`config.mk`:
```
export PLATFORM = sky130hd
export DESIGN_NAME = class_file_stream_parser_top
export DESIGN_NICKNAME = d
export VERILOG_FILES = /design/src/hw/rtl/cfsp_pkg.sv /design/src/hw/rtl/cfsp_walker.sv /design/src/hw/rtl/cfsp_queue.sv /design/src/hw/rtl/cfsp_out_stage.sv /design/src/hw/rtl/class_file_stream_parser_top.sv
export SDC_FILE = /design/constraint.sdc
export NUM_CORES = 1
export LEC_CHECK = 0
export ABC_CLOCK_PERIOD_IN_PS = 11050
export BUFFER_PORTS_ARGS = -buffer_cell sky130_fd_sc_hd__buf_4
export CAP_MARGIN = 20
export CORE_UTILIZATION = 50
export DETAILED_ROUTE_END_ITERATION = 16
export PLACE_DENSITY = 0.64
export SYNTH_ARGS = -nofsm -noshare
export SYNTH_HDL_FRONTEND = slang
export SYNTH_SLANG_ARGS = --single-unit
export TNS_END_PERCENT = 100
```
`constraint.sdc`:
```
create_clock -name clk -period 11.05 [get_ports clk]
set_clock_uncertainty 0.1 [all_clocks]
set_input_delay 3.315 -clock clk [delete_from_list [all_inputs] [get_ports clk]]
set_output_delay 3.315 -clock clk [all_outputs]
set_load 0.02 [all_outputs]
```
`src/hw/rtl/cfsp_pkg.sv`:
```
// Shared types and constants for the class file stream parser.
// No dependencies; imported by every module of the block.
package cfsp_pkg;

	localparam int CFSP_QUEUE_DEPTH = 4;

	typedef struct packed {
		logic [7:0] in_byte;
		logic       new_file;
	} in_beat_t;

	typedef struct packed {
		logic [2:0]  section;
		logic [4:0]  item_kind;
		logic [31:0] value;
		logic [15:0] entry_index;
		logic [15:0] attr_index;
		logic [1:0]  error;
		logic        last;
	} out_beat_t;

	typedef enum logic [4:0] {
		PH_MAGIC, PH_MINOR, PH_MAJOR, PH_POOLCNT, PH_TAG, PH_UTF8LEN,
		PH_UTF8BYTE, PH_POOLOP, PH_ACCESS, PH_THIS, PH_SUPER, PH_IFCOUNT,
		PH_IFACE, PH_FCOUNT, PH_MACC, PH_MNAME, PH_MDESC, PH_MACNT,
		PH_ANAME, PH_ALEN, PH_ABYTE, PH_MCOUNT, PH_CACOUNT, PH_DONE
	} phase_t;

	localparam logic [2:0] SEC_HEADER  = 3'd0;
	localparam logic [2:0] SEC_POOL    = 3'd1;
	localparam logic [2:0] SEC_CLASS   = 3'd2;
	localparam logic [2:0] SEC_IFACES  = 3'd3;
	localparam logic [2:0] SEC_FIELDS  = 3'd4;
	localparam logic [2:0] SEC_METHODS = 3'd5;
	localparam logic [2:0] SEC_CATTRS  = 3'd6;

	localparam logic [4:0] K_MAGIC     = 5'd0;
	localparam logic [4:0] K_MINOR     = 5'd1;
	localparam logic [4:0] K_MAJOR     = 5'd2;
	localparam logic [4:0] K_POOLCNT   = 5'd3;
	localparam logic [4:0] K_TAG       = 5'd4;
	localparam logic [4:0] K_UTF8LEN   = 5'd5;
	localparam logic [4:0] K_RAW       = 5'd6;
	localparam logic [4:0] K_WORD      = 5'd7;
	localparam logic [4:0] K_INDEX     = 5'd8;
	localparam logic [4:0] K_REFKIND   = 5'd9;
	localparam logic [4:0] K_ACCESS    = 5'd10;
	localparam logic [4:0] K_THIS      = 5'd11;
	localparam logic [4:0] K_SUPER     = 5'd12;
	localparam logic [4:0] K_IFCOUNT   = 5'd13;
	localparam logic [4:0] K_IFACE     = 5'd14;
	localparam logic [4:0] K_FCOUNT    = 5'd15;
	localparam logic [4:0] K_MCOUNT    = 5'd16;
	localparam logic [4:0] K_CACOUNT   = 5'd17;
	localparam logic [4:0] K_MACC      = 5'd18;
	localparam logic [4:0] K_MNAME     = 5'd19;
	localparam logic [4:0] K_MDESC     = 5'd20;
	localparam logic [4:0] K_MACNT     = 5'd21;
	localparam logic [4:0] K_ANAME     = 5'd22;
	localparam logic [4:0] K_ALEN      = 5'd23;

	localparam logic [1:0] ERR_NONE     = 2'd0;
	localparam logic [1:0] ERR_RESERVED = 2'd1;
	localparam logic [1:0] ERR_UNKNOWN  = 2'd2;

endpackage

```
`src/hw/rtl/cfsp_walker.sv`:
```
// Front end: byte-wise field walker over the class-file layout.
// Depends on cfsp_pkg; produces at most one result beat per accepted byte.
module cfsp_walker (
	input  logic              clk,
	input  logic              arst_n,
	input  logic              take,
	input  cfsp_pkg::in_beat_t beat,
	output logic              res_valid,
	output cfsp_pkg::out_beat_t res
);
	import cfsp_pkg::*;

	phase_t      phase_q, n_phase;
	logic [1:0]  bp_q, n_bp;
	logic [31:0] acc_q, n_acc, acc_sh, v;
	logic [15:0] pool_left_q, n_pool_left, pool_slot_q, n_pool_slot;
	logic [4:0]  tag_q, n_tag;
	logic [31:0] pay_q, n_pay;
	logic [15:0] list_left_q, n_list_left, list_pos_q, n_list_pos;
	logic [15:0] attrs_left_q, n_attrs_left, attr_pos_q, n_attr_pos;
	logic [1:0]  fault_q, n_fault;
	logic        fin_q, n_fin;
	logic [2:0]  w;
	logic        pe_done, a_done, m_done;
	logic [15:0] used;

	// operand width in bytes of operand ord of a pool entry; 0 ends the entry
	function automatic logic [2:0] op_width(input logic [4:0] tag, input logic [31:0] ord);
		case (tag)
			5'd3, 5'd4:                      op_width = (ord < 32'd1) ? 3'd4 : 3'd0;
			5'd5, 5'd6:                      op_width = (ord < 32'd2) ? 3'd4 : 3'd0;
			5'd7, 5'd8, 5'd16, 5'd19, 5'd20: op_width = (ord < 32'd1) ? 3'd2 : 3'd0;
			5'd9, 5'd10, 5'd11, 5'd12, 5'd17, 5'd18:
			                                 op_width = (ord < 32'd2) ? 3'd2 : 3'd0;
			5'd15: op_width = (ord == 32'd0) ? 3'd1 : ((ord == 32'd1) ? 3'd2 : 3'd0);
			default:                         op_width = 3'd0;
		endcase
	endfunction

	always_comb begin
		n_phase = phase_q; n_bp = bp_q; n_acc = acc_q; n_pool_left = pool_left_q;
		n_pool_slot = pool_slot_q; n_tag = tag_q; n_pay = pay_q;
		n_list_left = list_left_q; n_list_pos = list_pos_q;
		n_attrs_left = attrs_left_q; n_attr_pos = attr_pos_q;
		n_fault = fault_q; n_fin = fin_q;
		res_valid = 1'b0; res = '0;
		w = 3'd2; v = '0; acc_sh = '0; used = 16'd1;
		pe_done = 1'b0; a_done = 1'b0; m_done = 1'b0;
		if (take) begin
			if (beat.new_file) begin
				n_phase = PH_MAGIC; n_bp = '0; n_acc = '0; n_pool_left = '0;
				n_pool_slot = '0; n_tag = '0; n_pay = '0; n_list_left = '0;
				n_list_pos = '0; n_attrs_left = '0; n_attr_pos = '0;
				n_fault = '0; n_fin = 1'b0;
			end
			if (n_fin || n_phase == PH_DONE) begin
				res_valid = 1'b0;
			end else if (n_fault != ERR_NONE) begin
				res_valid = 1'b1;
				res.section = SEC_POOL; res.item_kind = K_RAW;
				res.value = {24'd0, beat.in_byte};
				res.entry_index = n_pool_slot; res.error = n_fault;
			end else begin
				case (n_phase)
					PH_MAGIC, PH_ALEN:              w = 3'd4;
					PH_TAG, PH_UTF8BYTE, PH_ABYTE:  w = 3'd1;
					PH_POOLOP: begin
						w = op_width(n_tag, n_pay);
						if (w == 3'd0) w = 3'd1;
					end
					default:                        w = 3'd2;
				endcase
				acc_sh = {n_acc[23:0], beat.in_byte};
				n_acc = acc_sh;
				if ({1'b0, n_bp} + 3'd1 < w) begin
					n_bp = n_bp + 2'd1;
				end else begin
					n_bp = '0;
					v = acc_sh;
					n_acc = '0;
					res_valid = 1'b1;
					res.value = v;
					case (n_phase)
						PH_MAGIC: begin res.item_kind = K_MAGIC; n_phase = PH_MINOR; end
						PH_MINOR: begin res.item_kind = K_MINOR; n_phase = PH_MAJOR; end
						PH_MAJOR: begin res.item_kind = K_MAJOR; n_phase = PH_POOLCNT; end
						PH_POOLCNT: begin
							res.section = SEC_POOL; res.item_kind = K_POOLCNT;
							n_pool_left = (v != 0) ? v[15:0] - 16'd1 : 16'd0;
							n_pool_slot = 16'd1;
							n_phase = (n_pool_left != 0) ? PH_TAG : PH_ACCESS;
						end
						PH_TAG: begin
							res.section = SEC_POOL; res.item_kind = K_TAG;
							res.entry_index = n_pool_slot;
							n_tag = v[4:0];
							n_pay = '0;
							if (v == 32'd2 || v == 32'd13 || v == 32'd14 || v == 32'd21) begin
								n_fault = ERR_RESERVED; res.error = ERR_RESERVED; n_tag = '0;
							end else if (v == 32'd1) begin
								n_phase = PH_UTF8LEN;
							end else if (op_width(v[4:0], 32'd0) != 3'd0 && v[7:5] == 3'd0) begin
								n_phase = PH_POOLOP;
							end else begin
								n_fault = ERR_UNKNOWN; res.error = ERR_UNKNOWN; n_tag = '0;
							end
						end
						PH_UTF8LEN: begin
							res.section = SEC_POOL; res.item_kind = K_UTF8LEN;
							res.entry_index = n_pool_slot;
							n_pay = v;
							if (v != 0) n_phase = PH_UTF8BYTE; else pe_done = 1'b1;
						end
						PH_UTF8BYTE: begin
							res.section = SEC_POOL; res.item_kind = K_RAW;
							res.entry_index = n_pool_slot;
							n_pay = n_pay - 32'd1;
							if (n_pay == 0) pe_done = 1'b1;
						end
						PH_POOLOP: begin
							res.section = SEC_POOL; res.entry_index = n_pool_slot;
							res.item_kind = (w == 3'd4) ? K_WORD :
								((w == 3'd2) ? K_INDEX : K_REFKIND);
							n_pay = n_pay + 32'd1;
							if (op_width(n_tag, n_pay) == 3'd0) pe_done = 1'b1;
						end
						PH_ACCESS: begin
							res.section = SEC_CLASS; res.item_kind = K_ACCESS; n_phase = PH_THIS;
						end
						PH_THIS: begin
							res.section = SEC_CLASS; res.item_kind = K_THIS; n_phase = PH_SUPER;
						end
						PH_SUPER: begin
							res.section = SEC_CLASS; res.item_kind = K_SUPER;
							n_phase = PH_IFCOUNT;
						end
						PH_IFCOUNT: begin
							res.section = SEC_IFACES; res.item_kind = K_IFCOUNT;
							n_list_left = v[15:0]; n_list_pos = '0;
							n_phase = (n_list_left != 0) ? PH_IFACE : PH_FCOUNT;
						end
						PH_IFACE: begin
							res.section = SEC_IFACES; res.item_kind = K_IFACE;
							res.entry_index = n_list_pos;
							n_list_pos = n_list_pos + 16'd1;
							n_list_left = n_list_left - 16'd1;
							if (n_list_left == 0) n_phase = PH_FCOUNT;
						end
						PH_FCOUNT, PH_MCOUNT: begin
							n_tag = (n_phase == PH_FCOUNT) ? 5'd4 : 5'd5;
							res.section = n_tag[2:0];
							res.item_kind = (n_phase == PH_FCOUNT) ? K_FCOUNT : K_MCOUNT;
							n_list_left = v[15:0]; n_list_pos = '0;
							if (n_list_left != 0) n_phase = PH_MACC;
							else n_phase = (n_tag == 5'd4) ? PH_MCOUNT : PH_CACOUNT;
						end
						PH_MACC: begin
							res.section = n_tag[2:0]; res.item_kind = K_MACC;
							res.entry_index = n_list_pos; n_phase = PH_MNAME;
						end
						PH_MNAME: begin
							res.section = n_tag[2:0]; res.item_kind = K_MNAME;
							res.entry_index = n_list_pos; n_phase = PH_MDESC;
						end
						PH_MDESC: begin
							res.section = n_tag[2:0]; res.item_kind = K_MDESC;
							res.entry_index = n_list_pos; n_phase = PH_MACNT;
						end
						PH_MACNT: begin
							res.section = n_tag[2:0]; res.item_kind = K_MACNT;
							res.entry_index = n_list_pos;
							n_attrs_left = v[15:0]; n_attr_pos = '0;
							if (n_attrs_left != 0) n_phase = PH_ANAME; else m_done = 1'b1;
						end
						PH_CACOUNT: begin
							n_tag = 5'd6; res.section = SEC_CATTRS; res.item_kind = K_CACOUNT;
							n_attrs_left = v[15:0]; n_attr_pos = '0;
							if (n_attrs_left != 0) n_phase = PH_ANAME;
							else begin n_phase = PH_DONE; n_fin = 1'b1; end
						end
						PH_ANAME: begin
							res.section = n_tag[2:0]; res.item_kind = K_ANAME;
							res.attr_index = n_attr_pos;
							res.entry_index = (n_tag == 5'd6) ? 16'd0 : n_list_pos;
							n_phase = PH_ALEN;
						end
						PH_ALEN: begin
							res.section = n_tag[2:0]; res.item_kind = K_ALEN;
							res.attr_index = n_attr_pos;
							res.entry_index = (n_tag == 5'd6) ? 16'd0 : n_list_pos;
							n_pay = v;
							if (v != 0) n_phase = PH_ABYTE; else a_done = 1'b1;
						end
						PH_ABYTE: begin
							res.section = n_tag[2:0]; res.item_kind = K_RAW;
							res.attr_index = n_attr_pos;
							res.entry_index = (n_tag == 5'd6) ? 16'd0 : n_list_pos;
							n_pay = n_pay - 32'd1;
							if (n_pay == 0) a_done = 1'b1;
						end
						default: res_valid = 1'b0;
					endcase
					// long and double take two pool slots
					if (pe_done) begin
						used = (n_tag == 5'd5 || n_tag == 5'd6) ? 16'd2 : 16'd1;
						n_pool_slot = n_pool_slot + used;
						n_pool_left = (n_pool_left > used) ? n_pool_left - used : 16'd0;
						n_phase = (n_pool_left != 0) ? PH_TAG : PH_ACCESS;
					end
					if (a_done) begin
						n_attr_pos = n_attr_pos + 16'd1;
						n_attrs_left = n_attrs_left - 16'd1;
						if (n_attrs_left != 0) n_phase = PH_ANAME;
						else if (n_tag == 5'd6) begin n_phase = PH_DONE; n_fin = 1'b1; end
						else m_done = 1'b1;
					end
					if (m_done) begin
						n_list_pos = n_list_pos + 16'd1;
						n_list_left = n_list_left - 16'd1;
						if (n_list_left != 0) n_phase = PH_MACC;
						else n_phase = (n_tag == 5'd4) ? PH_MCOUNT : PH_CACOUNT;
					end
					res.last = n_fin;
				end
			end
		end
	end

	always_ff @(posedge clk or negedge arst_n) begin
		if (!arst_n) begin
			phase_q <= PH_MAGIC; bp_q <= '0; acc_q <= '0; pool_left_q <= '0;
			pool_slot_q <= '0; tag_q <= '0; pay_q <= '0; list_left_q <= '0;
			list_pos_q <= '0; attrs_left_q <= '0; attr_pos_q <= '0;
			fault_q <= '0; fin_q <= 1'b0;
		end else begin
			phase_q <= n_phase; bp_q <= n_bp; acc_q <= n_acc;
			pool_left_q <= n_pool_left; pool_slot_q <= n_pool_slot; tag_q <= n_tag;
			pay_q <= n_pay; list_left_q <= n_list_left; list_pos_q <= n_list_pos;
			attrs_left_q <= n_attrs_left; attr_pos_q <= n_attr_pos;
			fault_q <= n_fault; fin_q <= n_fin;
		end
	end
endmodule

```
`src/hw/rtl/cfsp_queue.sv`:
```
// Short result queue between the walker and the output stage.
// Depends on cfsp_pkg for the result beat type.
module cfsp_queue #(
	parameter int DEPTH = cfsp_pkg::CFSP_QUEUE_DEPTH
) (
	input  logic               clk,
	input  logic               arst_n,
	input  logic               push,
	input  cfsp_pkg::out_beat_t wdata,
	input  logic               pop,
	output cfsp_pkg::out_beat_t rdata,
	output logic               nonempty,
	output logic               full
);
	import cfsp_pkg::*;

	localparam int PW = (DEPTH > 1) ? $clog2(DEPTH) : 1;
	localparam int CW = $clog2(DEPTH + 1);

	out_beat_t       slots_q [DEPTH];
	logic [PW-1:0]   wr_q, rd_q;
	logic [CW-1:0]   cnt_q;

	function automatic logic [PW-1:0] bump(input logic [PW-1:0] p);
		bump = (p == PW'(DEPTH - 1)) ? '0 : p + PW'(1);
	endfunction

	assign nonempty = (cnt_q != '0);
	assign full     = (cnt_q == CW'(DEPTH));
	assign rdata    = slots_q[rd_q];

	always_ff @(posedge clk) begin
		if (push) slots_q[wr_q] <= wdata;
	end

	always_ff @(posedge clk or negedge arst_n) begin
		if (!arst_n) begin
			wr_q <= '0; rd_q <= '0; cnt_q <= '0;
		end else begin
			if (push) wr_q <= bump(wr_q);
			if (pop)  rd_q <= bump(rd_q);
			cnt_q <= cnt_q + CW'(push) - CW'(pop);
		end
	end
endmodule

```
`src/hw/rtl/cfsp_out_stage.sv`:
```
// Back end: output register that drains the queue toward the consumer.
// Depends on cfsp_pkg for the result beat type.
module cfsp_out_stage (
	input  logic               clk,
	input  logic               arst_n,
	input  logic               q_nonempty,
	input  cfsp_pkg::out_beat_t q_data,
	output logic               q_pop,
	output logic               dst_valid,
	input  logic               dst_stall,
	output cfsp_pkg::out_beat_t dst_data
);
	import cfsp_pkg::*;

	logic      valid_q;
	out_beat_t data_q;

	assign q_pop     = q_nonempty && (!valid_q || !dst_stall);
	assign dst_valid = valid_q;
	assign dst_data  = data_q;

	always_ff @(posedge clk) begin
		if (q_pop) data_q <= q_data;
	end

	always_ff @(posedge clk or negedge arst_n) begin
		if (!arst_n) valid_q <= 1'b0;
		else if (q_pop) valid_q <= 1'b1;
		else if (!dst_stall) valid_q <= 1'b0;
	end
endmodule

```
`src/hw/rtl/class_file_stream_parser_top.sv`:
```
// Class file stream parser: takes a class file one byte per beat and delivers one
// result beat per completed big-endian field (or raw byte), tagged with section,
// kind, entry and attribute index. A beat is taken every cycle while src_stall is
// low; src_stall rises only when the QUEUE_DEPTH-entry result queue is full, so
// the sustained rate is one byte per cycle as long as the consumer keeps up.
// Each byte is classified and advances the field walker in the cycle it is
// taken; its result is written into the queue at the accepting edge and then
// loaded into the output register that drives dst_data, behind any older
// results and held back while dst_stall is high. Bytes in the middle of a
// multi-byte field and bytes after the file is complete give no result.
// new_file on a beat restarts the walk at that byte.
// Depends on cfsp_pkg, cfsp_walker, cfsp_queue and cfsp_out_stage.
module class_file_stream_parser_top #(
	parameter int QUEUE_DEPTH = cfsp_pkg::CFSP_QUEUE_DEPTH
) (
	input  logic               clk,
	input  logic               arst_n,
	input  logic               src_valid,
	output logic               src_stall,
	input  cfsp_pkg::in_beat_t  src_data,
	output logic               dst_valid,
	input  logic               dst_stall,
	output cfsp_pkg::out_beat_t dst_data
);
	import cfsp_pkg::*;

	logic      take, res_valid, q_full, q_nonempty, q_pop;
	out_beat_t res, q_data;

	// stall is a register-derived full flag, independent of this cycle's beat
	assign src_stall = q_full;
	assign take      = src_valid && !q_full;

	// front: field walker
	cfsp_walker u_walker (
		.clk       (clk),
		.arst_n    (arst_n),
		.take      (take),
		.beat      (src_data),
		.res_valid (res_valid),
		.res       (res)
	);

	// decoupling queue
	cfsp_queue #(.DEPTH(QUEUE_DEPTH)) u_queue (
		.clk      (clk),
		.arst_n   (arst_n),
		.push     (res_valid),
		.wdata    (res),
		.pop      (q_pop),
		.rdata    (q_data),
		.nonempty (q_nonempty),
		.full     (q_full)
	);

	// back: output register
	cfsp_out_stage u_out (
		.clk        (clk),
		.arst_n     (arst_n),
		.q_nonempty (q_nonempty),
		.q_data     (q_data),
		.q_pop      (q_pop),
		.dst_valid  (dst_valid),
		.dst_stall  (dst_stall),
		.dst_data   (dst_data)
	);
endmodule

```
==> run metrics <==
outcome=completed; worst-margin pin slew=1.12 ns; CTS root buffer=clkbuf_16; Levels on crit path=18; Synth Area in Compound Gates=16.4%; post-synthesis adder-cell area fraction=1.54%; Initial Util=51.0%; Avg WL per Cell=25.6 um; Crit path top cell by count=ha_1; largest net degree at the start of global routing=108; Synth async-reset ratio=31.8%; Hold Crit Class=flip-flop to flip-flop; CP Capture Type=flip-flop; DRT antenna net count=0; Final Critical Period=9.12 ns; syn avg cell area=10.4 um2; NumNets Final=3066; Post-Syn Nets=3079; share of the yosys chip area belonging to registers=49.5%; number of library cell types mapped by synthesis=108; Layout Cells excl Fill=3902; max cap viols=0; RSZ-0062 raised after global routing=false; Final Setup Violations=0; Synth top cells by count=375 x edfxtp_1, 299 x nand2_1, 213 x nor2_1, 187 x o21ai_0, 186 x a21oi_1; reg2reg path depth=16; Slew headroom=24.4%; TritonRoute pass-1 iters=6; mux share of post-synthesis cell area=6.68%; count leader, synth=edfxtp_1; initial antenna violation count=2; power per cell area=188 nW/um2; Post-Syn Instances=3029; row cnt=91; FILL cells=5244; Hold Crit Depth=1; boundary pin count=90; GRT Total Usage=30.8%; DPL Wire Length=67.1 mm; Simple-Gate Fraction of Synth Area=19.7%; first-pass GRT wire length=152 mm; Cell Area, Synth=31600 um2; CP Class=primary input to flip-flop; drc violations=0; vias in the first global route=24.9k; Yosys top cell by area=edfxtp_1; xor/xnor cell area share of the yosys netlist=2.55%; CTS tree=yes; Core Area=62100 um2; worst-skew pair later-pin latency=0.64 ns; Fin Setup TNS=0 ns; Vias=26.0k; CTS buffer count=57; layout cells sized above 1=14.0%; final slew viol count=0; final worst-path cycle share=82.5%; Peak Freq=110 MHz; Placed Instances=3794; Max stage delay on crit path=0.80 ns; H-tree lvl count=2; CP Cell Sequence=buf_6 > nor2b_1 > inv_1 > ha_1 > o21ai_0 > nand3_1 > a2111oi_0 > a22oi_1 > ha_1 > nand2_1 > a21o_1 > a211o_1 > a2111o_1 > and2_1 > a21oi_2 > o31a_1 > and2_4 > buf_4; Post-CTS Resized=0; top post-synthesis cells by area=edfxtp_1 36%, dfrtp_1 14%, mux4_2 5.3%, nand2_1 3.5%, o21ai_0 3.0%; Die H=253 um; Final Hold Fails=0; die area=64200 um2; CP delay by family, top=compound AO/OA/AOI/OAI gates; initial drt markers=2837; worst path required time=11.29 ns; slowest CP cell=and2_4; post-synthesis register bit count=550; Worst-path clk slew=0.07 ns; area grow syn2layout=10.6%; synth warn=0; clock sink count=550; CP bufs+invs=3; Main synth FF type=edfxtp_1; DIE WIDTH=253 um; peak supply drop=0.000119 V; top cell type's share of synthesized area=35.6%; crit path DAT=9.36 ns; total grt overflow=0; P_leak=0.0124 uW; clock buffer depth=3; IO buf count=89; maximum fanout along the worst path=71; EDFF count, synth=375; RePlAce Congestion=0.974; Setup crit start kind=primary input; DR vias/cell=6.66; post-CTS setup buffers=0; main combinational cell family by area after synthesis=simple AND/OR/NAND/NOR gates; ANT cells=0; cts hold-fix bufs=0; final wirelength=99.8 mm
per-layer routing:
metal | global-route usage [%] | up-vias | routed length [um]
met3 | 5.23 | 204 | 8370
li1 | - | 11596 | -
met1 | 45.1 | 12945 | 43900
met5 | 0 | - | 0
met4 | 10.5 | 0 | 3250
met2 | 46.3 | 1225 | 44200
worst register-to-register path: stages (launching register included):
cell and delay (ns):
dfrtp_1 0.56, or4_1 0.67, nor3_1 0.46, a31oi_1 0.25
or2b_1 0.28, a2111oi_0 0.47, a22oi_1 0.16, ha_1 0.33
nand2_1 0.05, a21o_1 0.16, a211o_1 0.29, a2111o_1 0.40
and2_1 0.17, a21oi_2 0.48, o31a_1 0.41, and2_4 0.80
buf_4 0.41
final cells by class:
| cell class | instances | area, um2 | area share (%) |
|---|---|---|---|
| clock inverter | 41 | 448 | 1.28 |
| clock buffer | 67 | 1480 | 4.24 |
| sequential | 550 | 15600 | 44.8 |
| timing repair buffer | 159 | 1220 | 3.48 |
| tap | 837 | 1050 | 3.00 |
| inverter | 59 | 221 | 0.633 |
| multi-input combinational | 2189 | 14900 | 42.6 |
power breakdown:
| part | internal, uW | total [uW] | switching, uW |
|---|---|---|---|
| clock network | 1140 | 1980 | 848 |
| logic | 662 | 1740 | 1080 |
| registers | 2570 | 2850 | 273 |
| total | 4370 | 6570 | 2200 |
sequential cells by signal, indices dropped and copies added, names as in the netlist, 16 cells and up:
signal / flops
u_walker.acc_q: 24
u_walker.attrs_left_q: 16
u_walker.attr_pos_q: 16
u_out.dst_data: 75
u_walker.pay_q: 32
u_walker.pool_left_q: 16
u_walker.pool_slot_q: 16
u_queue.slots_q: 300
u_walker.list_pos_q: 16
u_walker.list_left_q: 16
cells by family (layout without fill, tap and decap cells):
kind of cell | after synthesis | count (layout)
adder cells (fa/ha/maj) | 37 | 37
buffers and inverters | 290 | 326
XOR/XNOR | 92 | 92
flip-flops | 550 | 550
multiplexers | 115 | 115
AND/OR/NAND/NOR | 1163 | 1163
AO/OA/AOI/OAI | 782 | 782
cell usage in the layout, fill, tap and decap left out, drive strengths merged, types with 41 or more instances in the layout:
| cell type | instances |
|---|---|
| edfxtp | 375 |
| nand2 | 299 |
| nor2 | 217 |
| o21ai | 204 |
| a21oi | 188 |
| dfrtp | 175 |
| buf | 158 |
| nor3 | 107 |
| nand3 | 76 |
| mux4 | 75 |
| nor4 | 68 |
| clkbuf | 68 |
| xnor2 | 66 |
| inv | 64 |
| and3 | 51 |
| a22oi | 47 |
| nor2b | 43 |
| or3 | 42 |
| and2 | 41 |
metrics by stage:
stage                     power (uW)  hold slack (ns)  area (um2)  worst slack [ns]  util (%)
after floorplan                 3900            0.332       31600             0.710         -
after global placement          4580            0.353       33000              1.68      53.2
after detailed placement        4620            0.356       33000              1.43      53.2
after CTS                       6600            0.369       35000              2.09      56.3
after global routing            6830            0.394       35000              1.57      56.3
final                           6570            0.373       35000              1.93      56.3
worst paths after layout:
check,start,end,slack [ns]
min in group asynchronous,arst_n,u_walker.list_left_q[8],2.53
worst min register to register,u_walker.bp_q[0],u_walker.bp_q[0],0.37
max in group asynchronous,arst_n,u_queue.rd_q[0],6.94
worst max register to register,u_walker.pay_q[27],u_queue.slots_q[3][22],4.30
worst max-delay path,src_data[0],u_queue.slots_q[3][22],1.93
worst min-delay path,u_walker.bp_q[0],u_walker.bp_q[0],0.37
Power figures use the tool's default switching activity.
